**src/hw/rtl/sqtu_pkg.sv**
```systemverilog
// Shared types, constants and reset values of the SARSA Q-table update core.
package sqtu_pkg;

  // Fixed field widths
  localparam int unsigned STATE_W  = 4;
  localparam int unsigned ACTION_W = 2;
  localparam int unsigned VALUE_W  = 32;
  localparam int unsigned RATE_W   = 16;
  localparam int unsigned CFG_IDX_W  = 2;
  localparam int unsigned CFG_DATA_W = 32;

  // Default geometry
  localparam int unsigned DEF_STATE_COUNT  = 16;
  localparam int unsigned DEF_ACTION_COUNT = 4;

  // Generator constants
  localparam logic [31:0] LCG_MUL = 32'd1664525;
  localparam logic [31:0] LCG_ADD = 32'd1013904223;

  // Register reset values
  localparam logic [RATE_W-1:0] LEARN_RATE_RST = 16'd6554;
  localparam logic [RATE_W-1:0] DISCOUNT_RST   = 16'd62259;
  localparam logic [31:0]       EXPLORE_RST    = 32'd214748365;
  localparam logic [31:0]       SEED_RST       = 32'd42;

  // Register indexes
  localparam logic [CFG_IDX_W-1:0] CFG_LEARN_RATE = 2'd0;
  localparam logic [CFG_IDX_W-1:0] CFG_DISCOUNT   = 2'd1;
  localparam logic [CFG_IDX_W-1:0] CFG_EXPLORE    = 2'd2;
  localparam logic [CFG_IDX_W-1:0] CFG_SEED_START = 2'd3;

  // Configuration as seen by the datapath and the generator
  typedef struct packed {
    logic [RATE_W-1:0] learn_rate;
    logic [RATE_W-1:0] discount;
    logic [31:0]       explore_threshold;
    logic              seed_load;
    logic [31:0]       seed_value;
  } cfg_t;

endpackage

```
**src/hw/rtl/sqtu_cfg_regs.sv**
```systemverilog
// Configuration register file: decodes writes and holds alpha, gamma and threshold.
module sqtu_cfg_regs (
  input  logic                             clk_i,
  input  logic                             rst_ni,
  input  logic                             cfg_we_i,
  input  logic [sqtu_pkg::CFG_IDX_W-1:0]   cfg_idx_i,
  input  logic [sqtu_pkg::CFG_DATA_W-1:0]  cfg_data_i,
  output sqtu_pkg::cfg_t                   cfg_o
);
  import sqtu_pkg::*;

  logic [RATE_W-1:0] learn_rate_q, learn_rate_d;
  logic [RATE_W-1:0] discount_q, discount_d;
  logic [31:0]       explore_q, explore_d;
  logic              seed_load;

  // Write decode
  always_comb begin
    learn_rate_d = learn_rate_q;
    discount_d   = discount_q;
    explore_d    = explore_q;
    seed_load    = 1'b0;
    if (cfg_we_i) begin
      unique case (cfg_idx_i)
        CFG_LEARN_RATE: learn_rate_d = cfg_data_i[RATE_W-1:0];
        CFG_DISCOUNT:   discount_d   = cfg_data_i[RATE_W-1:0];
        CFG_EXPLORE:    explore_d    = cfg_data_i[31:0];
        CFG_SEED_START: seed_load    = 1'b1;
        default: ;
      endcase
    end
  end

  always_ff @(posedge clk_i or negedge rst_ni) begin
    if (!rst_ni) begin
      learn_rate_q <= LEARN_RATE_RST;
      discount_q   <= DISCOUNT_RST;
      explore_q    <= EXPLORE_RST;
    end else begin
      learn_rate_q <= learn_rate_d;
      discount_q   <= discount_d;
      explore_q    <= explore_d;
    end
  end

  assign cfg_o.learn_rate        = learn_rate_q;
  assign cfg_o.discount          = discount_q;
  assign cfg_o.explore_threshold = explore_q;
  assign cfg_o.seed_load         = seed_load;
  assign cfg_o.seed_value        = cfg_data_i[31:0];

endmodule

```
**config.mk**
```make
export PLATFORM = sky130hd
export DESIGN_NAME = sqtu_cfg_regs
export DESIGN_NICKNAME = d
export VERILOG_FILES = /design/src/hw/rtl/sqtu_pkg.sv /design/src/hw/rtl/sqtu_cfg_regs.sv
export SDC_FILE = /design/constraint.sdc
export NUM_CORES = 1
export LEC_CHECK = 0
export BUFFER_PORTS_ARGS = -buffer_cell sky130_fd_sc_hd__buf_4
export CAP_MARGIN = 25
export CORE_MARGIN = 3
export CORE_UTILIZATION = 35
export DETAILED_ROUTE_END_ITERATION = 8
export GPL_ROUTABILITY_DRIVEN = 0
export PLACE_DENSITY = 0.65
export SYNTH_ARGS = -nofsm -noshare
export SYNTH_HDL_FRONTEND = slang
export SYNTH_SLANG_ARGS = --single-unit
```
**constraint.sdc**
```tcl
create_clock -name clk_i -period 0.8 [get_ports clk_i]
set_input_delay 0.04 -clock clk_i [delete_from_list [all_inputs] [get_ports clk_i]]
set_output_delay 0.04 -clock clk_i [all_outputs]
set_load 0.01 [all_outputs]
```
==> impl_results.md, run 1 <==
* Unrepaired setup endpoints after global routing: true
* Pin slew with the least headroom to its limit at about 0.35 ns
* Fin. Hold Viols at 0
* Asr flop ratio synth at between 90% and 100%
* Total half-perimeter wirelength after legalization and detailed placement at 4110 um
* GR Util met2 at about 26%
* Synthesized flop and latch total at 64
* Share of the cycle needed by the critical path after routing at 128%
* Worst ir drop on vdd at between 1 and 1.5 mV
* Final setup violating endpoints at between 70 and 80
* Y dimension of the die at about 94 um
* Layout overhead on the synthesized area at 67.5%
* Vias in the first global route at 1998
* Top cells by instance count after synthesis: sky130_fd_sc_hd__mux2_2 (64), sky130_fd_sc_hd__buf_4 (36), sky130_fd_sc_hd__dfrtp_1 (32), sky130_fd_sc_hd__dfstp_2 (32), sky130_fd_sc_hd__buf_6 (2)
* Final period demand of the worst path at 1.02 ns
* Antenna violations before repair at 0
* Core Footprint at around 7400 sq um
* Series of cell instances along the critical path: buf_6
* Launch point of the critical path: learn_rate_q[3]
* M1 GR Usage at ~17%
* Count of unresolved DRC violations after routing at 0
* Category of the most critical setup path: flip-flop to primary output
* Detailed-routing iteration count for the pre-antenna-repair pass at 3
* Port Buf Inserts at approximately 130
* CTS tree: done
* Number of synthesis warnings at 0
* Layer with the highest usage after global routing: met2
* Fraction of final layout cells with drive strength greater than 1 at 79.2%
* Prevailing post-synth register cell: sky130_fd_sc_hd__dfstp_2
* Violated checks: negative setup slack
* Width of the chip at 93.8 um
* Leakage power of the design at 2.10 nW
* Slowest CP cell: sky130_fd_sc_hd__dfstp_2
* Mean instance size in the synthesized netlist at roughly 16 sq um
* Clock root buffer: sky130_fd_sc_hd__clkbuf_8
* Count of flip-flops with a built-in enable after synthesis at 0
* Total die area at 8800 sq um
* Number of inserted diodes at 0
* Synthesized netlist cell count at 170
* Max cap viols at 0
* Power density relative to cell area at roughly 2300 nW/um^2
* Total routing usage reported by global routing at ~15%
* Cell family contributing the most delay on the critical path: flip-flops
* Buffers plus inverters on the worst setup path at 1
* Total vias in the final route at 1856
* Kind of path behind the tightest hold check: input port to asynchronous set/reset pin
* Library cell with the highest instance count after synthesis: sky130_fd_sc_hd__mux2_2
* Post-synth top area share at between 30 and 40%
* CP endpoint kind: primary output
* Worst setup SP type: flip-flop
* Clock tree skew after final layout at 0 ns
* Share of synthesized area occupied by flip-flops and latches at 60.8%
* Count of distinct cell types in the synthesized netlist at 9
* Ports placed on the boundary at 134
* Per-cell via count in the routed design at roughly 4.4
* First-pass GRT wire length at just under 10000 um
* Cell types with the largest area share after synthesis: sky130_fd_sc_hd__dfstp_2 (31%), sky130_fd_sc_hd__dfrtp_1 (30%), sky130_fd_sc_hd__mux2_2 (27%), sky130_fd_sc_hd__buf_4 (10%), sky130_fd_sc_hd__buf_6 (0.83%)
* Number of nets still failing antenna checks after routing at 0
* Least setup slack across all paths after layout at -0.221 ns
* Netlist area before placement at 2700 sq um
* Placement row count at 31
* Number of nets produced by synthesis at 207
* CP max FO at 2
* Starting utilization of the core area at a little over a third
* Clk_lat worst skew at approximately 0.33 ns
* Critical path depth at 1
* Total number of H-tree levels at 3
* Worst setup timing slack at the placement stage at -0.263 ns
* Number of DRC markers in iteration 0 at 50
* Clock transition at path regs at about 0.07 ns
* Count of fill cells added during filler insertion at 574
* Worst slew margin relative to its limit at 76.8%
* Total global routing overflow at 0
* Number of sinks handled by clock tree synthesis at between 60 and 70
* Count of cells along the worst register-to-register path at 2
* Met3 GRT Util at 6.01%
* Routed wirelength normalized by instance count at about 15 um
* Aggregate routed wire length at ~6400 um
* Fmax at a little under 1 GHz
* FF-to-FF Start: learn_rate_q[5]
* Cell taking the most area after synthesis: sky130_fd_sc_hd__dfstp_2
* Critical Path AT at a little under 1 ns
* Req. time, crit path at approximately 0.76 ns
* Status: complete, but fails checks
* Clock buffer count from CTS at 9
* Largest net degree at the start of global routing at 65
* Final-stage net count at between 300 and 400
* Largest buffer count on any clock path at 2
* Final Max Tran Viols at 0
* Power after layout at roughly 0.010 W
* Stage delay of the slowest cell on the critical path at approximately 0.55 ns
[cell usage in the layout (no fill, tap or decap)]
cell type | synthesis | layout
sky130_fd_sc_hd__dfrtp_1 | 32 | 32
sky130_fd_sc_hd__dfstp_2 | 32 | 32
sky130_fd_sc_hd__clkinv_2 | 0 | 1
sky130_fd_sc_hd__clkinvlp_4 | 0 | 1
sky130_fd_sc_hd__mux2_2 | 64 | 56
sky130_fd_sc_hd__nor3b_4 | 1 | 1
sky130_fd_sc_hd__nand3b_4 | 0 | 1
sky130_fd_sc_hd__buf_4 | 36 | 73
sky130_fd_sc_hd__buf_12 | 0 | 5
sky130_fd_sc_hd__mux2_4 | 0 | 8
sky130_fd_sc_hd__nand3b_1 | 1 | 1
sky130_fd_sc_hd__buf_6 | 2 | 69
sky130_fd_sc_hd__clkbuf_1 | 0 | 1
sky130_fd_sc_hd__dlygate4sd3_1 | 0 | 33
sky130_fd_sc_hd__bufinv_16 | 0 | 1
sky130_fd_sc_hd__clkbuf_8 | 0 | 11
sky130_fd_sc_hd__and3_1 | 1 | 1
[cells by family after synthesis]
| kind of cell | after synthesis | share of synthesized area (%) |
|---|---|---|
| DFF | 64 | 60.8 |
| buffers and inverters | 38 | 10.8 |
| and+or+nand+nor | 4 | 1.62 |
| muxes | 64 | 26.7 |
[area by class of cell]
cell class / instances / area, sq um / area share (%)
clock buffers: 12 / 155 / 3.43
flip-flops and latches: 64 / 1640 / 36.3
clock inverters: 3 / 42.5 / 0.941
well taps: 99 / 124 / 2.74
repair buffers: 180 / 1760 / 38.8
multi-input cells: 68 / 803 / 17.8
[stage by stage]
stage / utilization (%) / TNS (ns) / hold slack (ns) / cells / instance area [sq um]
after global routing: 61.4 / -12.89 / 0.212 / 426 / 4520
after detailed placement: 50.0 / -13.08 / 0.0633 / 372 / 3680
after CTS: 61.0 / -11.18 / 0.203 / 425 / 4490
after floorplan: - / -3.67 / -0.256 / 170 / 2740
after global placement: 50.0 / -12.47 / 0.0670 / 372 / 3680
final: 61.4 / -9.92 / 0.225 / 426 / 4520
[metal layers]
metal | vias up | routed length [um]
li1 | 857 | -
met1 | 909 | 2540
met2 | 84 | 3270
met3 | 6 | 571
met4 | 0 | 60
met5 | - | 0
[worst paths after layout]
check                           slack [ns]          endpoint
worst max-delay path                 -0.22         cfg_o[84]
worst min-delay path                  0.23     explore_q[17]
worst max register to register       -0.11   learn_rate_q[5]
worst min register to register        0.53     explore_q[17]
max in group asynchronous             0.20   learn_rate_q[8]
min in group clk_i                    0.23  learn_rate_q[13]
[power breakdown]
group          total [W]  switching (W)  internal [W]  leakage, nW
clock network    0.00277        0.00118       0.00159       0.0985
logic            0.00315        0.00105       0.00209         1.28
registers        0.00452       0.000440       0.00408        0.715
total             0.0104        0.00267       0.00776         2.10
[registers in the layout, indices dropped and copies added, names as in the netlist]
name / flops
learn_rate_q: 16
explore_q: 32
discount_q: 16
[what timing repair did]
| item | 4_1_cts | 5_1_grt |
|---|---|---|
| resized for setup | 65 | 6 |
| pin swaps | 0 | 0 |
| endpoints found under the setup margin | 64 | 72 |
| endpoints found under the hold margin | 128 | 6 |
| hold buffers | 33 | 2 |
| buffers inserted | 5 | 1 |
(Power assumes the default switching activity.)
==> run 2: changes to the inputs <==
==> constraint.sdc (replaced) <==
create_clock -name clk_i -period 1 [get_ports clk_i]
set_input_delay 0.05 -clock clk_i [delete_from_list [all_inputs] [get_ports clk_i]]
set_output_delay 0.05 -clock clk_i [all_outputs]
set_load 0.01 [all_outputs]
==> run 2 against run 1 <==
  * The flow still finishes with violations (negative setup slack)
  * Largest cell class is now sequential cells
  * Power fell by 27%
  * Count of clock-buffer cells in the layout did not move
  * Global-route usage fell by 0.97 points
  * Clock power fell by 32%
  * Register-to-register slack improved by 0.34 ns
  * Die area did not move
  * Wire length fell by 6.0%
  * Final cell count fell by 1.9%
==> impl_results.md, run 2 (synthesis gave the netlist of run 1 again) <==
* Number of sinks handled by clock tree synthesis at 64 (unchanged)
* Clk_lat worst skew at 0.32 ns (about the same)
* Worst slew margin relative to its limit at 76.9% (+0.086 points)
* Width of the chip at 93.8 um (unchanged)
* Final Max Tran Viols at 0 (unchanged)
* Per-cell via count in the routed design at 4.40 (+1.0%)
* CP max FO at 2 (unchanged)
* Ports placed on the boundary at 134 (unchanged)
* First-pass GRT wire length at 9270 um (-6.1%)
* Count of unresolved DRC violations after routing at 0 (unchanged)
* Req. time, crit path at 0.95 ns (+0.19 ns)
* Placement row count at 31 (unchanged)
* Number of inserted diodes at 0 (unchanged)
* Detailed-routing iteration count for the pre-antenna-repair pass at 3 (unchanged)
* Terminus of the critical flop-to-flop path: learn_rate_q[6]
* Violated checks: negative setup slack
* Setup TNS at -0.162 ns (+9.76 ns)
* Fraction of final layout cells with drive strength greater than 1 at 78.4% (-0.83 points)
* Worst setup timing slack at the placement stage at -0.0750 ns (+0.188 ns)
* Fin. Hold Viols at 0 (unchanged)
* Cell family contributing the most delay on the critical path: flip-flops
* Kind of path behind the tightest hold check: input port to asynchronous set/reset pin
* Starting utilization of the core area at 36.6% (unchanged)
* Port Buf Inserts at 133 (unchanged)
* Buffers plus inverters on the worst setup path at 1 (unchanged)
* Worst ir drop on vdd at 0.978 mV (-28%)
* Clock buffer count from CTS at 9 (unchanged)
* Antenna violations before repair at 0 (unchanged)
* Core Footprint at 7370 sq um (unchanged)
* Unrepaired setup endpoints after global routing: true
* Area of combinational cells with multiple inputs at 764 sq um (-4.8%)
* Registers with the highest flip-flop counts: explore_q (32), discount_q (16), learn_rate_q (16)
* Largest net degree at the start of global routing at 65 (unchanged)
* Area taken by flip-flops and latches at 1640 sq um (unchanged)
* Fmax at 0.986 GHz
* Clock tree skew after final layout at 0 ns (unchanged)
* Count of cells along the worst register-to-register path at 1 (-1)
* Layout overhead on the synthesized area at 56.3%
* Total global routing overflow at 0 (unchanged)
* Number of DRC markers in iteration 0 at 27 (-46%)
* Worst setup SP type: flip-flop
* Pin slew with the least headroom to its limit at 0.346 ns (-0.00129 ns)
* Clock root buffer: sky130_fd_sc_hd__clkbuf_8
* Total die area at 8800 sq um (unchanged)
* Total number of H-tree levels at 3 (unchanged)
* Final-stage net count at 351 (-2.5%)
* Y dimension of the die at 93.8 um (unchanged)
* Total routing usage reported by global routing at 13.7% (-0.97 points)
* Number of nets still failing antenna checks after routing at 0 (unchanged)
* Status: complete, but fails checks
* Category of the most critical setup path: flip-flop to primary output
* Routed wirelength normalized by instance count at 14.5 um (-4.2%)
* Stage delay of the slowest cell on the critical path at 0.54 ns (about the same)
* Final setup violating endpoints at 27 (-64%)
* Largest buffer count on any clock path at 2 (unchanged)
* Series of cell instances along the critical path: buf_6
* Final period demand of the worst path at ~1 ns
* Total half-perimeter wirelength after legalization and detailed placement at 3990 um (-2.9%)
* Slowest CP cell: sky130_fd_sc_hd__dfstp_2
* Most frequent cells in the layout: sky130_fd_sc_hd__buf_4 (103), sky130_fd_sc_hd__mux2_2 (64), sky130_fd_sc_hd__dlygate4sd3_1 (33)
* Total vias in the final route at 1840 (-0.86%)
* Top register by number of flip-flops: explore_q
* Count of fill cells added during filler insertion at 627 (+9.2%)
* Power density relative to cell area at 1810 nW/um^2 (-22%)
* Clock transition at path regs at 0.07 ns (about the same)
* CP endpoint kind: primary output
* Commonest non-fill, non-tap cell in the layout: sky130_fd_sc_hd__buf_4
* Least setup slack across all paths after layout at -0.0138 ns (+0.207 ns)
* Post-CTS setup repair buffer count at 0 (-5)
* Critical Path AT at 0.96 ns (-0.02 ns)
* Vias in the first global route at 1877 (-6.1%)
* Aggregate routed wire length at 6060 um (-6.0%)
* R2R setup slack at 0.23 ns (+0.34 ns)
* CTS tree: done
* Share of the cycle needed by the critical path after routing at 101%
* FF-to-FF Start: learn_rate_q[6]
* Leakage power of the design at 1.95 nW (-6.9%)
* Max cap viols at 0 (unchanged)
* Number of flip-flops under the largest register name at 32 (unchanged)
run 2: cell count changes in the layout (fill, tap and decap cells not counted), sizes merged:
cell,before,now
buf,147,138
bufinv,1,0
clkinvlp,1,0
clkinv,1,4
run 2: layer usage:
layer / part of all wire, % / track usage [%] / wire, um
met1: 40 / 15.7 / 2410
met2: 50 / 23.6 / 3050
met3: 8.6 / 4.65 / 522
met4: 1.3 / 5.05 / 78
met5: 0 / 0 / 0
run 2: final cells by class:
type,count,area share (%)
Clock buffer,12,3.44
Clock inverter,4,0.474
Multi-Input combinational cell,68,18.1
Sequential cell,64,38.9
Tap cell,99,2.94
Timing Repair Buffer,171,36.1
run 2: power by group:
part           switching [W]  internal, W  total, W
registers           0.000288      0.00326   0.00355
logic               0.000813      0.00140   0.00221
clock network       0.000913     0.000952   0.00187
run 2: metrics by stage:
stage	hold WS (ns)	total power (W)	util [%]	cell area, sq um	cells
floorplan	-0.246	0.00442	-	2700	170
global placement	0.0785	0.00551	48.9	3600	369
detailed placement	0.0778	0.00555	48.9	3600	369
CTS	0.271	0.00775	57.2	4220	418
global route	0.286	0.00805	57.2	4220	418
finish	0.261	0.00763	57.2	4220	418
run 2: timing repair:
item	in CTS	in global routing
resized for setup	32	0
hold buffers	33	0
endpoints found under the setup margin	32	32
hold endpoints to repair	104	0
cloned	0	0
pin swaps	0	0
run 2: worst max path at each step:
stage,start,end,slack (ns),cells past startpoint
2_1_floorplan,cfg_idx_i[1],learn_rate_q[0],-0.004,3
3_3_place_gp,cfg_idx_i[1],learn_rate_q[13],-0.06,4
3_5_place_dp,cfg_idx_i[1],learn_rate_q[15],-0.07,4
4_1_cts,learn_rate_q[11],cfg_o[92],-0.04,1
5_1_grt,explore_q[11],cfg_o[44],-0.05,1
6_report,learn_rate_q[1],cfg_o[82],-0.01,1
