`config.mk`:
```
export PLATFORM = sky130hd
export DESIGN_NAME = sqtu_lcg
export DESIGN_NICKNAME = d
export VERILOG_FILES = /design/src/hw/rtl/sqtu_pkg.sv /design/src/hw/rtl/sqtu_lcg.sv
export SDC_FILE = /design/constraint.sdc
export NUM_CORES = 1
export LEC_CHECK = 0
export BUFFER_PORTS_ARGS = -buffer_cell sky130_fd_sc_hd__buf_2
export CAP_MARGIN = 20
export CORE_ASPECT_RATIO = 1.5
export CORE_MARGIN = 2
export CORE_UTILIZATION = 65
export CTS_CLUSTER_DIAMETER = 80
export CTS_CLUSTER_SIZE = 12
export DETAILED_ROUTE_END_ITERATION = 7
export PLACE_DENSITY = 0.92
export SYNTH_ARGS = -nofsm -noshare
export SYNTH_HDL_FRONTEND = slang
export SYNTH_SLANG_ARGS = --single-unit
```
`constraint.sdc`:
```
create_clock -name clk_i -period 10.3 [get_ports clk_i]
set_clock_uncertainty 0.2 [all_clocks]
set_input_delay 1.545 -clock clk_i [delete_from_list [all_inputs] [get_ports clk_i]]
set_output_delay 1.545 -clock clk_i [all_outputs]
set_load 0.05 [all_outputs]
```
`src/hw/rtl/sqtu_pkg.sv`:
```
// Shared types, constants and reset values of the SARSA Q-table update core.
package sqtu_pkg;

  // Fixed field widths
  localparam int unsigned STATE_W  = 4;
  localparam int unsigned ACTION_W = 2;
  localparam int unsigned VALUE_W  = 32;
  localparam int unsigned RATE_W   = 16;
  localparam int unsigned CFG_IDX_W  = 2;
  localparam int unsigned CFG_DATA_W = 32;

  // Default geometry
  localparam int unsigned DEF_STATE_COUNT  = 16;
  localparam int unsigned DEF_ACTION_COUNT = 4;

  // Generator constants
  localparam logic [31:0] LCG_MUL = 32'd1664525;
  localparam logic [31:0] LCG_ADD = 32'd1013904223;

  // Register reset values
  localparam logic [RATE_W-1:0] LEARN_RATE_RST = 16'd6554;
  localparam logic [RATE_W-1:0] DISCOUNT_RST   = 16'd62259;
  localparam logic [31:0]       EXPLORE_RST    = 32'd214748365;
  localparam logic [31:0]       SEED_RST       = 32'd42;

  // Register indexes
  localparam logic [CFG_IDX_W-1:0] CFG_LEARN_RATE = 2'd0;
  localparam logic [CFG_IDX_W-1:0] CFG_DISCOUNT   = 2'd1;
  localparam logic [CFG_IDX_W-1:0] CFG_EXPLORE    = 2'd2;
  localparam logic [CFG_IDX_W-1:0] CFG_SEED_START = 2'd3;

  // Configuration as seen by the datapath and the generator
  typedef struct packed {
    logic [RATE_W-1:0] learn_rate;
    logic [RATE_W-1:0] discount;
    logic [31:0]       explore_threshold;
    logic              seed_load;
    logic [31:0]       seed_value;
  } cfg_t;

endpackage

```
`src/hw/rtl/sqtu_lcg.sv`:
```
// 32-bit linear congruential generator with seed load from the register file.
module sqtu_lcg (
  input  logic           clk_i,
  input  logic           rst_ni,
  input  sqtu_pkg::cfg_t cfg_i,
  input  logic           step_i,
  output logic [31:0]    seed_o
);
  import sqtu_pkg::*;

  logic [31:0] seed_q, seed_d;

  // Seed load takes priority; the user must change config only while idle, the block itself does not enforce it
  always_comb begin
    seed_d = seed_q;
    if (cfg_i.seed_load) begin
      seed_d = cfg_i.seed_value;
    end else if (step_i) begin
      seed_d = seed_q * LCG_MUL + LCG_ADD;
    end
  end

  always_ff @(posedge clk_i or negedge rst_ni) begin
    if (!rst_ni) begin
      seed_q <= SEED_RST;
    end else begin
      seed_q <= seed_d;
    end
  end

  assign seed_o = seed_q;

endmodule

```
==> results of run 1 <==
-- cell usage after synthesis (all sizes together), types with 5 or more instances --
library cell | n | area (um^2)
inv | 262 | 983
nor2b | 5 | 31.3
a21o | 10 | 75.1
nand2 | 44 | 165
o21bai | 5 | 41.3
dfrtp | 29 | 726
o21ai | 43 | 223
xnor2 | 36 | 315
ha | 160 | 2000
nor2 | 16 | 60.1
nand3 | 5 | 25.0
xor2 | 14 | 123
a211oi | 7 | 62.6
clkbuf | 10 | 47.5
fa | 137 | 2740
mux2i | 16 | 160
a21oi | 38 | 198
-- how the worst min path moves through the flow --
stage / end / depth (start not counted) / start / slack [ns]
floorplan: seed_o[5] / 2 / seed_o[5] / 0.50
global placement: seed_o[30] / 2 / seed_o[30] / 0.35
detailed placement: seed_o[30] / 2 / seed_o[30] / 0.37
CTS: seed_o[30] / 2 / seed_o[30] / 0.38
global route: seed_o[30] / 2 / seed_o[30] / 0.40
finish: seed_o[30] / 2 / seed_o[30] / 0.38
-- cells by family (layout without fill, tap and decap cells) --
group / Yosys count / in the layout / synth area share [%]
buffers and inverters: 274 / 337 / 12.4
xor gates and xnor gates: 50 / 50 / 5.18
muxes: 16 / 16 / 1.90
adders and majority gates: 297 / 297 / 56.2
AOI/OAI and AO/OA: 125 / 125 / 9.66
and+or+nand+nor: 93 / 93 / 5.20
DFF: 32 / 32 / 9.52
-- layer usage --
metal	up-vias	track usage (%)	share of wire (%)
li1	2869	-	-
met1	3185	32.9	30
met2	386	65.8	51
met3	217	6.91	5.7
met4	0	37.8	13
met5	-	0	0
-- stage by stage --
stage	instance area, um^2	setup WS, ns	cells	utilization [%]	hold slack [ns]
finish	9100	3.37	1109	71.0	0.380
global route	9100	3.28	1109	71.0	0.404
CTS	9100	3.56	1109	71.0	0.381
detailed placement	8920	3.72	1101	69.5	0.373
global placement	8920	3.78	1101	69.5	0.354
floorplan	8450	4.13	887	-	0.502
-- tightest hold or removal path, stage by stage, from the launching register on --
cell	delay, ns
dfrtp_1	0.38
a22oi_1	0.08
o21ai_1	0.07
-- cell type report --
class                      count  area [um^2]
clock buffer                   7          153
clock inverter                 1         30.0
fill                         872         3720
inverter                     262          983
multi-input combinational    581         6600
sequential                    32          805
tap                          159          199
timing repair buffer          67          335
==> metrics.yaml, run 1 <==
worst_setup_path:
  worstPathRequired_ns: 10.29
  rrSetupSlack_ns: 3.37
  critPathBufInv: 1
  worstPathCellList: "inv_1, ha_1, and2_1, fa_1, fa_1, fa_1, fa_1, fa_1, ha_1, a211oi_1, o21bai_1, a21o_1, a21oi_2, a21oi_2, nor4_1, nor2_1, or3_1, a32oi_1"
  cp_top_family: "adder cells"
  cpMostUsedCell: "fa_1"
  cp.arrival_ns: 6.93
  crit_slowest_cell: "dfstp_2"
  criticalPathCategory: "reg2reg"
  cp.depth: 18
  path_max_fanout: 12
  worstReg2RegEnd: "seed_o[31]"
  startpoint_type: "register"
  r2r_cells: 18
  crit_start: "seed_o[1]"
  critical_path.max_stage_delay_ns: 0.71
  cp-end-kind: "register"
  r2r_start: "seed_o[1]"
  critPathCapture: "seed_o[31]"
clock_network:
  cts_buffers: 5
  cts.sinks: 32
  htreeDepth: 2
  clockRootBuffer: "clkbuf_16"
  cts_tree: "yes"
  postCtsHoldBufs: 0
  cts.clk_slew.worst_paths_ns: 0.06
  cts_setup_buffers: 0
  post_cts_resized: 0
  cts_buffer_depth: 2
  insertion_delay_ns: 0.29
synth:
  ys.flop_type: "dfrtp_1"
  synth_area_per_cell_um2: 9.53
  synth.distinct_cells: 54
  synth_seq_area_share_pct: 9.52
  async_reset_ff_share_pct: 100
  synth_edf_count: 0
  syn_nets: 1284
  yosys_warnings: 0
  synthCells: 887
  synthesis.area_um2: 8450
  ys_ff_latch: 32
sta:
  tns_ns: 0
  drv_slew: 0
  final-setup-viol-count: 0
  period_needed_ns: 6.93
  slew_headroom_pct: 36.5
  hold_viol_final: 0
  worstMarginPinSlew_ns: 0.953
  rsz0062_at_grt: "false"
  max_freq_mhz: 144
  finalCritPeriodShare_pct: 67.3
layout:
  mostFrequentLayoutCells: "inv_1 (262), ha_1 (160), fa_1 (137), buf_2 (67), nand2_1 (44)"
  antenna_cells: 0
  final_nets: 1346
  area_growth_pct: 7.73
  drive_above_1_share_pct: 10.2
  largest_reg_flops: 32
  final_common_cell: "inv_1"
global_route:
  grt_pass1_vias: 7743
  antenna_found_initial: 0
  grt.total_usage_pct: 36.5
  grt_pass1_wl_mm: 38.7
  grt_start_max_net_pins: 65
  grt_overflow_total: 0
placement:
  gp_congestion: 0.957
  io_buffers: 67
  place_hpwl_mm: 19.7
run:
  drv_cap: 0
drt:
  wirelength_mm: 24.1
  drt_iter0_markers: 442
  viasPerCell: 6.00
  antenna_left: 0
  num_vias: 6657
  first_pass_iters: 5
  drc: 0
  wl_per_cell_um: 21.8
hold_path:
  min_path_type: "reg2reg"
die:
  core-area_um2: 12800
  die_x_um: 97.1
  rows: 51
  dieHeight_um: 144
  start_util_pct: 65.9
  pin_count: 132
  dieArea_um2: 13900
outcome:
  status: "finished clean"
Power of run 1 is not shown: default switching activity piles up to over one toggle a cycle in this logic, so the estimate is an artifact.
==> run 2: changes to the inputs <==
--- a/config.mk
+++ b/config.mk
@@ -5,15 +5,16 @@
 export SDC_FILE = /design/constraint.sdc
 export NUM_CORES = 1
 export LEC_CHECK = 0
+export ABC_AREA = 1
 export BUFFER_PORTS_ARGS = -buffer_cell sky130_fd_sc_hd__buf_2
 export CAP_MARGIN = 20
 export CORE_ASPECT_RATIO = 1.5
 export CORE_MARGIN = 2
-export CORE_UTILIZATION = 65
+export CORE_UTILIZATION = 60
 export CTS_CLUSTER_DIAMETER = 80
 export CTS_CLUSTER_SIZE = 12
 export DETAILED_ROUTE_END_ITERATION = 7
-export PLACE_DENSITY = 0.92
+export PLACE_DENSITY = 0.85
 export SYNTH_ARGS = -nofsm -noshare
 export SYNTH_HDL_FRONTEND = slang
 export SYNTH_SLANG_ARGS = --single-unit
==> constraint.sdc (replaced) <==
create_clock -name clk_i -period 6.7 [get_ports clk_i]
set_clock_uncertainty 0.2 [all_clocks]
set_input_delay 1.005 -clock clk_i [delete_from_list [all_inputs] [get_ports clk_i]]
set_output_delay 1.005 -clock clk_i [all_outputs]
set_load 0.05 [all_outputs]
==> run 2 against run 1 <==
  * Final cell count increased by 22%
  * Worst setup slack got worse by 2.9 ns
  * Via count increased by 11%
  * Die area increased by 14%
  * Synthesized cell count increased by 21%
  * Wire length increased by 4.4%
  * Critical path type unchanged
  * First-iteration DRC count increased by 6.3%
  * Sequential share of layout area decreased by 0.54 points
  * Core utilization decreased by 4.2 points
  * Area after synthesis increased by 5.5%
==> metrics.yaml, run 2 <==
layout:
  antenna_cells: 0  # unchanged
  largest_reg_flops: 32  # unchanged
  nFillCells: 1214  # +39%
  mostFrequentLayoutCells: "inv_1 (312), nand2_1 (162), ha_1 (160), fa_1 (137), buf_2 (67)"
  finish.utilization_pct: 66.7  # -4.2 points
  area_growth_pct: 8.79
  final_common_cell: "inv_1"
  final_nets: 1548  # +15%
  drive_above_1_share_pct: 9.90  # -0.31 points
global_route:
  grt_pass1_wl_mm: 41.0  # +5.8%
  grt_pass1_vias: 7965  # +2.9%
  antenna_found_initial: 0  # unchanged
  grt_overflow_total: 0  # unchanged
  grt_start_max_net_pins: 35  # -46%
  grt.total_usage_pct: 33.6  # -2.9 points
worst_setup_path:
  crit_start: "seed_o[1]"
  cp-end-kind: "register"
  cp.arrival_ns: 6.24  # -0.69 ns
  startpoint_type: "register"
  criticalPathCategory: "reg2reg"
  worstPathRequired_ns: 6.67  # -3.62 ns
  path_max_fanout: 5  # -7
  r2r_start: "seed_o[1]"
run:
  drv_cap: 0  # unchanged
placement:
  io_buffers: 67  # unchanged
  place_ws_ns: 0.519  # -3.20 ns
  gp_congestion: 1.04  # +8.2%
  place_hpwl_mm: 22.2  # +13%
synth:
  synth-compound-area-share_pct: 8.75  # -0.91 points
  yosysMostFrequentCell: "inv_1"
  synth_edf_count: 0  # unchanged
  synth_area_per_cell_um2: 8.28  # -13%
  async_reset_ff_share_pct: 100  # unchanged
  synth_top_family_by_area: "adder cells"
  synth_largest_area_cell: "fa_1"
  synth_common_cells: "inv_1 (312), nand2_1 (162), ha_1 (160)"
  ys_ff_latch: 32  # unchanged
  synth-xor-area-share_pct: 1.77  # -3.4 points
  yosys_warnings: 0  # unchanged
  synthAdderAreaFrac_pct: 53.2  # -2.9 points
  synthesis.area_um2: 8910  # +5.5%
  synth_seq_area_share_pct: 9.03  # -0.49 points
  synth-simple-area-share_pct: 13.5  # +8.3 points
  ys_top_cells_by_area: "fa_1 (31%), ha_1 (22%), inv_1 (13%), dfrtp_1 (8.1%), nand2_1 (6.8%)"
  synthCells: 1076  # +21%
  synth.area.mux_share_pct: 0  # -1.9 points
  ys.flop_type: "dfrtp_1"
  yosysTopAreaCellShare_pct: 30.8  # -1.7 points
  syn_nets: 1473  # +15%
  synth.distinct_cells: 39  # -28%
sta:
  drv_slew: 0  # unchanged
  final-setup-viol-count: 0  # unchanged
  post-route-worst-setup-slack_ns: 0.436  # -2.93 ns
  slew_headroom_pct: 48.6  # +12 points
  worstMarginPinSlew_ns: 0.771  # -0.182 ns
  finalCritPeriodShare_pct: 93.5  # +26 points
  period_needed_ns: 6.26  # -0.666 ns
  hold_viol_final: 0  # unchanged
  max_freq_mhz: 160  # +11%
  rsz0062_at_grt: "false"
  tns_ns: 0  # unchanged
die:
  dieHeight_um: 153  # +6.7%
  die_x_um: 104  # +6.6%
  rows: 54  # +5.9%
  core-area_um2: 14500  # +13%
  dieArea_um2: 15900  # +14%
  pin_count: 132  # unchanged
  start_util_pct: 61.3  # -4.5 points
drt:
  antenna_left: 0  # unchanged
  drc: 0  # unchanged
  wl_per_cell_um: 18.7  # -14%
  wirelength_mm: 25.2  # +4.4%
  viasPerCell: 5.47  # -8.9%
  num_vias: 7372  # +11%
  drt_iter0_markers: 470  # +6.3%
  first_pass_iters: 5  # unchanged
clock_network:
  cts.clk_slew.worst_paths_ns: 0.06  # about the same
  postCtsHoldBufs: 0  # unchanged
  cts_setup_buffers: 0  # unchanged
  cts_tree: "yes"
  clockRootBuffer: "clkbuf_16"
  cts_buffer_depth: 2  # unchanged
  htreeDepth: 2  # unchanged
  insertion_delay_ns: 0.28  # about the same
  post_cts_resized: 0  # unchanged
  cts.sinks: 32  # unchanged
  cts_buffers: 5  # unchanged
outcome:
  status: "finished clean"
hold_path:
  min_path_type: "reg2reg"
  hp-start: "seed_o[3]"
## run 2: layout make-up
class	instances	area (um^2)	area share, %
multi-input combinational	720	6890	71.1
inverter	316	1190	12.2
sequential	32	805	8.30
timing repair buffer	76	403	4.16
tap	196	245	2.53
clock buffer	5	125	1.29
clock inverter	3	42.5	0.439
## run 2: worst max-delay path, stage by stage (launching register included)
cell,delay (ns)
dfstp_2,0.53
inv_1,0.11
ha_1,0.39
xor2_1,0.21
inv_1,0.07
ha_1,0.19
o21bai_1,0.18
fa_1,0.51
fa_1,0.54
inv_1,0.06
fa_1,0.48
inv_1,0.05
fa_1,0.50
fa_1,0.48
ha_1,0.36
a21oi_1,0.30
o21ai_0,0.21
inv_1,0.09
nand2_1,0.07
nand2_1,0.06
nand2_1,0.04
nor2_1,0.26
nand3_1,0.12
nand3_1,0.10
nand2_1,0.06
## run 2: per-layer routing
metal	share of wire [%]	global-route usage [%]	vias to the layer above	routed length, um
met4	8.8	23.5	0	2230
met1	36	37.5	3476	8960
met3	5.3	3.58	115	1350
met2	50	59.7	325	12700
li1	-	-	3456	-
met5	0	0	-	0
## run 2: stage by stage
stage          hold WS [ns]  cell area, um^2  std cells
2_1_floorplan         0.453             8910       1076
3_3_place_gp          0.384             9530       1340
3_5_place_dp          0.392             9530       1340
4_1_cts               0.399             9690       1348
5_1_grt               0.405             9690       1348
6_report              0.402             9690       1348
## run 2: final timing paths
path / end / depth (start not counted) / slack (ns)
max: seed_o[31] / 24 / 0.44
min: seed_o[3] / 2 / 0.40
max reg2reg: seed_o[31] / 24 / 0.44
min reg2reg: seed_o[3] / 2 / 0.40
max in group asynchronous: seed_o[19] / 1 / 5.20
min in group asynchronous: seed_o[0] / 1 / 0.60
## run 2: cell families (layout without fill, tap and decap cells)
logic type / after synthesis / in the layout
xor+xnor: 18 / 18
flops: 32 / 32
simple gates: 279 / 279
compound gates: 126 / 126
fa+ha+maj: 297 / 297
buf+inv: 324 / 400
Power of run 2 is left out for the same reason.
==> run 3: changes to the inputs <==
--- a/config.mk
+++ b/config.mk
@@ -14,6 +14,7 @@
 export CTS_CLUSTER_DIAMETER = 80
 export CTS_CLUSTER_SIZE = 12
 export DETAILED_ROUTE_END_ITERATION = 7
+export MAX_ROUTING_LAYER = met4
 export PLACE_DENSITY = 0.85
 export SYNTH_ARGS = -nofsm -noshare
 export SYNTH_HDL_FRONTEND = slang
==> constraint.sdc (replaced) <==
create_clock -name clk_i -period 6.7 [get_ports clk_i]
set_clock_uncertainty 0.2 [all_clocks]
set_input_delay 1.34 -clock clk_i [delete_from_list [all_inputs] [get_ports clk_i]]
set_output_delay 1.34 -clock clk_i [all_outputs]
set_load 0.05 [all_outputs]
==> run 3 against run 2 <==
  * Wire length down 1.9%
  * Highest routed layer unchanged
  * Non-clock buffer count down 2
  * Register-to-register slack better by 0.04 ns
  * Sequential share of layout area about the same
  * Critical path depth down 4
  * Worst setup slack better by 0.045 ns
  * First-iteration DRC count down 16%
  * Worst hold slack better by 0.0085 ns
  * Final cell count down 0.15%
  * Global-route usage up 0.54 points
  * Via count down 0.84%
  * Clock-buffer cell count up 3
==> metrics.yaml, run 3 (same netlist as run 2, synthesis figures left out) <==
placement:
  place_ws_ns: 0.528  # +0.00954 ns
  io_buffers: 67  # unchanged
  place_hpwl_mm: 21.9  # -1.6%
  gp_congestion: 1.07  # +3.4%
layout:
  area_growth_pct: 8.38
  drive_above_1_share_pct: 9.57  # -0.33 points
  mostFrequentLayoutCells: "inv_1 (312), nand2_1 (162), ha_1 (160), fa_1 (137), buf_2 (67)"
  final_nets: 1546  # -0.13%
  final_common_cell: "inv_1"
  largest_reg_flops: 32  # unchanged
  finish.utilization_pct: 66.5  # -0.25 points
  antenna_cells: 0  # unchanged
clock_network:
  htreeDepth: 2  # unchanged
  insertion_delay_ns: 0.28  # about the same
  cts_tree: "yes"
  cts.sinks: 32  # unchanged
  postCtsHoldBufs: 0  # unchanged
  clockRootBuffer: "clkbuf_16"
  cts.clk_slew.worst_paths_ns: 0.06  # about the same
  cts_setup_buffers: 0  # unchanged
  cts_buffers: 5  # unchanged
  post_cts_resized: 0  # unchanged
  cts_buffer_depth: 2  # unchanged
die:
  core-area_um2: 14500  # unchanged
  pin_count: 132  # unchanged
  dieArea_um2: 15900  # unchanged
  start_util_pct: 61.3  # unchanged
  rows: 54  # unchanged
  dieHeight_um: 153  # unchanged
  die_x_um: 104  # unchanged
sta:
  final-setup-viol-count: 0  # unchanged
  hold_viol_final: 0  # unchanged
  rsz0062_at_grt: "false"
  finalCritPeriodShare_pct: 92.8  # -0.67 points
  post-route-worst-setup-slack_ns: 0.480  # +0.0449 ns
  slew_headroom_pct: 46.4  # -2.2 points
  max_freq_mhz: 161  # +0.72%
  worstMarginPinSlew_ns: 0.805  # +0.0334 ns
  tns_ns: 0  # unchanged
  period_needed_ns: 6.22  # -0.0449 ns
  hold_slack_ns: 0.411  # +0.00852 ns
  drv_slew: 0  # unchanged
drt:
  wirelength_mm: 24.7  # -1.9%
  first_pass_iters: 5  # unchanged
  drc: 0  # unchanged
  drt_iter0_markers: 393  # -16%
  num_vias: 7310  # -0.84%
  viasPerCell: 5.43  # -0.69%
  antenna_left: 0  # unchanged
  wl_per_cell_um: 18.4  # -1.8%
global_route:
  grt_use_met2_pct: 58.9  # -0.76 points
  busiest_layer: "met2"
  grt_overflow_total: 0  # unchanged
  antenna_found_initial: 0  # unchanged
  grt_pass1_vias: 7868  # -1.2%
  grt_start_max_net_pins: 35  # unchanged
  use_met1_pct: 37.7  # +0.28 points
  met3_usage_pct: 3.80  # +0.21 points
  grt_pass1_wl_mm: 40.3  # -1.6%
  grt.total_usage_pct: 34.1  # +0.54 points
worst_setup_path:
  r2r_cells: 20  # -17%
  r2r_start: "seed_o[6]"
  worstPathRequired_ns: 6.67  # about the same
  crit_start: "seed_o[6]"
  crit_slowest_cell: "dfrtp_1"
  path_max_fanout: 7  # +2
  criticalPathCategory: "reg2reg"
  critical_path.max_stage_delay_ns: 0.59  # +0.05 ns
  worstReg2RegEnd: "seed_o[22]"
  cp.arrival_ns: 6.19  # -0.05 ns
  startpoint_type: "register"
  cp_top_family: "adder cells"
  worstPathCellList: "inv_1, ha_1, ha_1, inv_1, fa_1, fa_1, inv_1, fa_1, fa_1, inv_1, fa_1, inv_1, ha_1, a21oi_1, o21ai_0, a21oi_1, nand3_1, or2_1, nand3_1, nand2_1"
  rrSetupSlack_ns: 0.48  # +0.04 ns
  cp-end-kind: "register"
  critPathBufInv: 5  # unchanged
hold_path:
  hp-start: "seed_o[5]"
  holdPathEnd: "seed_o[5]"
  min_path_type: "reg2reg"
  whs_path_depth: 2  # unchanged
outcome:
  status: "finished clean"
run:
  drv_cap: 0  # unchanged
==> run 3: cell count changes in the layout (fill, tap and decap cells not counted) <==
| cell | delta |
|---|---|
| clkbuf_1 | +2 |
| bufinv_16 | -1 |
| clkinvlp_4 | -1 |
| clkbuf_8 | +1 |
| clkinv_2 | -1 |
| buf_4 | -2 |
==> run 3: routing by layer <==
layer / part of all wire, % / up-vias / wire length (um)
li1: - / 3448 / -
met1: 36 / 3426 / 8990
met2: 50 / 318 / 12400
met3: 5.4 / 118 / 1330
met4: 8.0 / 0 / 1980
met5: 0 / - / 0
==> run 3: tightest hold or removal path: cells and delay by family (launching register included) <==
kind / cells / cell delay (ns)
flops: 1 / 0.43
compound gates: 1 / 0.09
simple gates: 1 / 0.08
==> run 3: per-stage QoR <==
step,instance area [um^2],instances
global placement,9510,1338
floorplan,8910,1076
finish,9660,1346
CTS,9660,1346
detailed placement,9510,1338
global route,9660,1346
==> run 3: final cells by class <==
type / count / area [um^2]
Inverter: 316 / 1190
Multi-Input combinational cell: 720 / 6890
Clock buffer: 8 / 146
Timing Repair Buffer: 74 / 388
Tap cell: 196 / 245
Sequential cell: 32 / 805
Fill cell: 1204 / 4870
==> run 3: how the worst max path moves through the flow <==
stage / to / slack, ns / cells after the start
final: seed_o[22] / 0.48 / 20
after global routing: seed_o[22] / 0.16 / 24
after CTS: seed_o[22] / 0.50 / 22
after detailed placement: seed_o[22] / 0.53 / 22
after global placement: seed_o[22] / 0.54 / 20
after floorplan: seed_o[27] / 0.72 / 24
Power of run 3 is left out for the same reason.
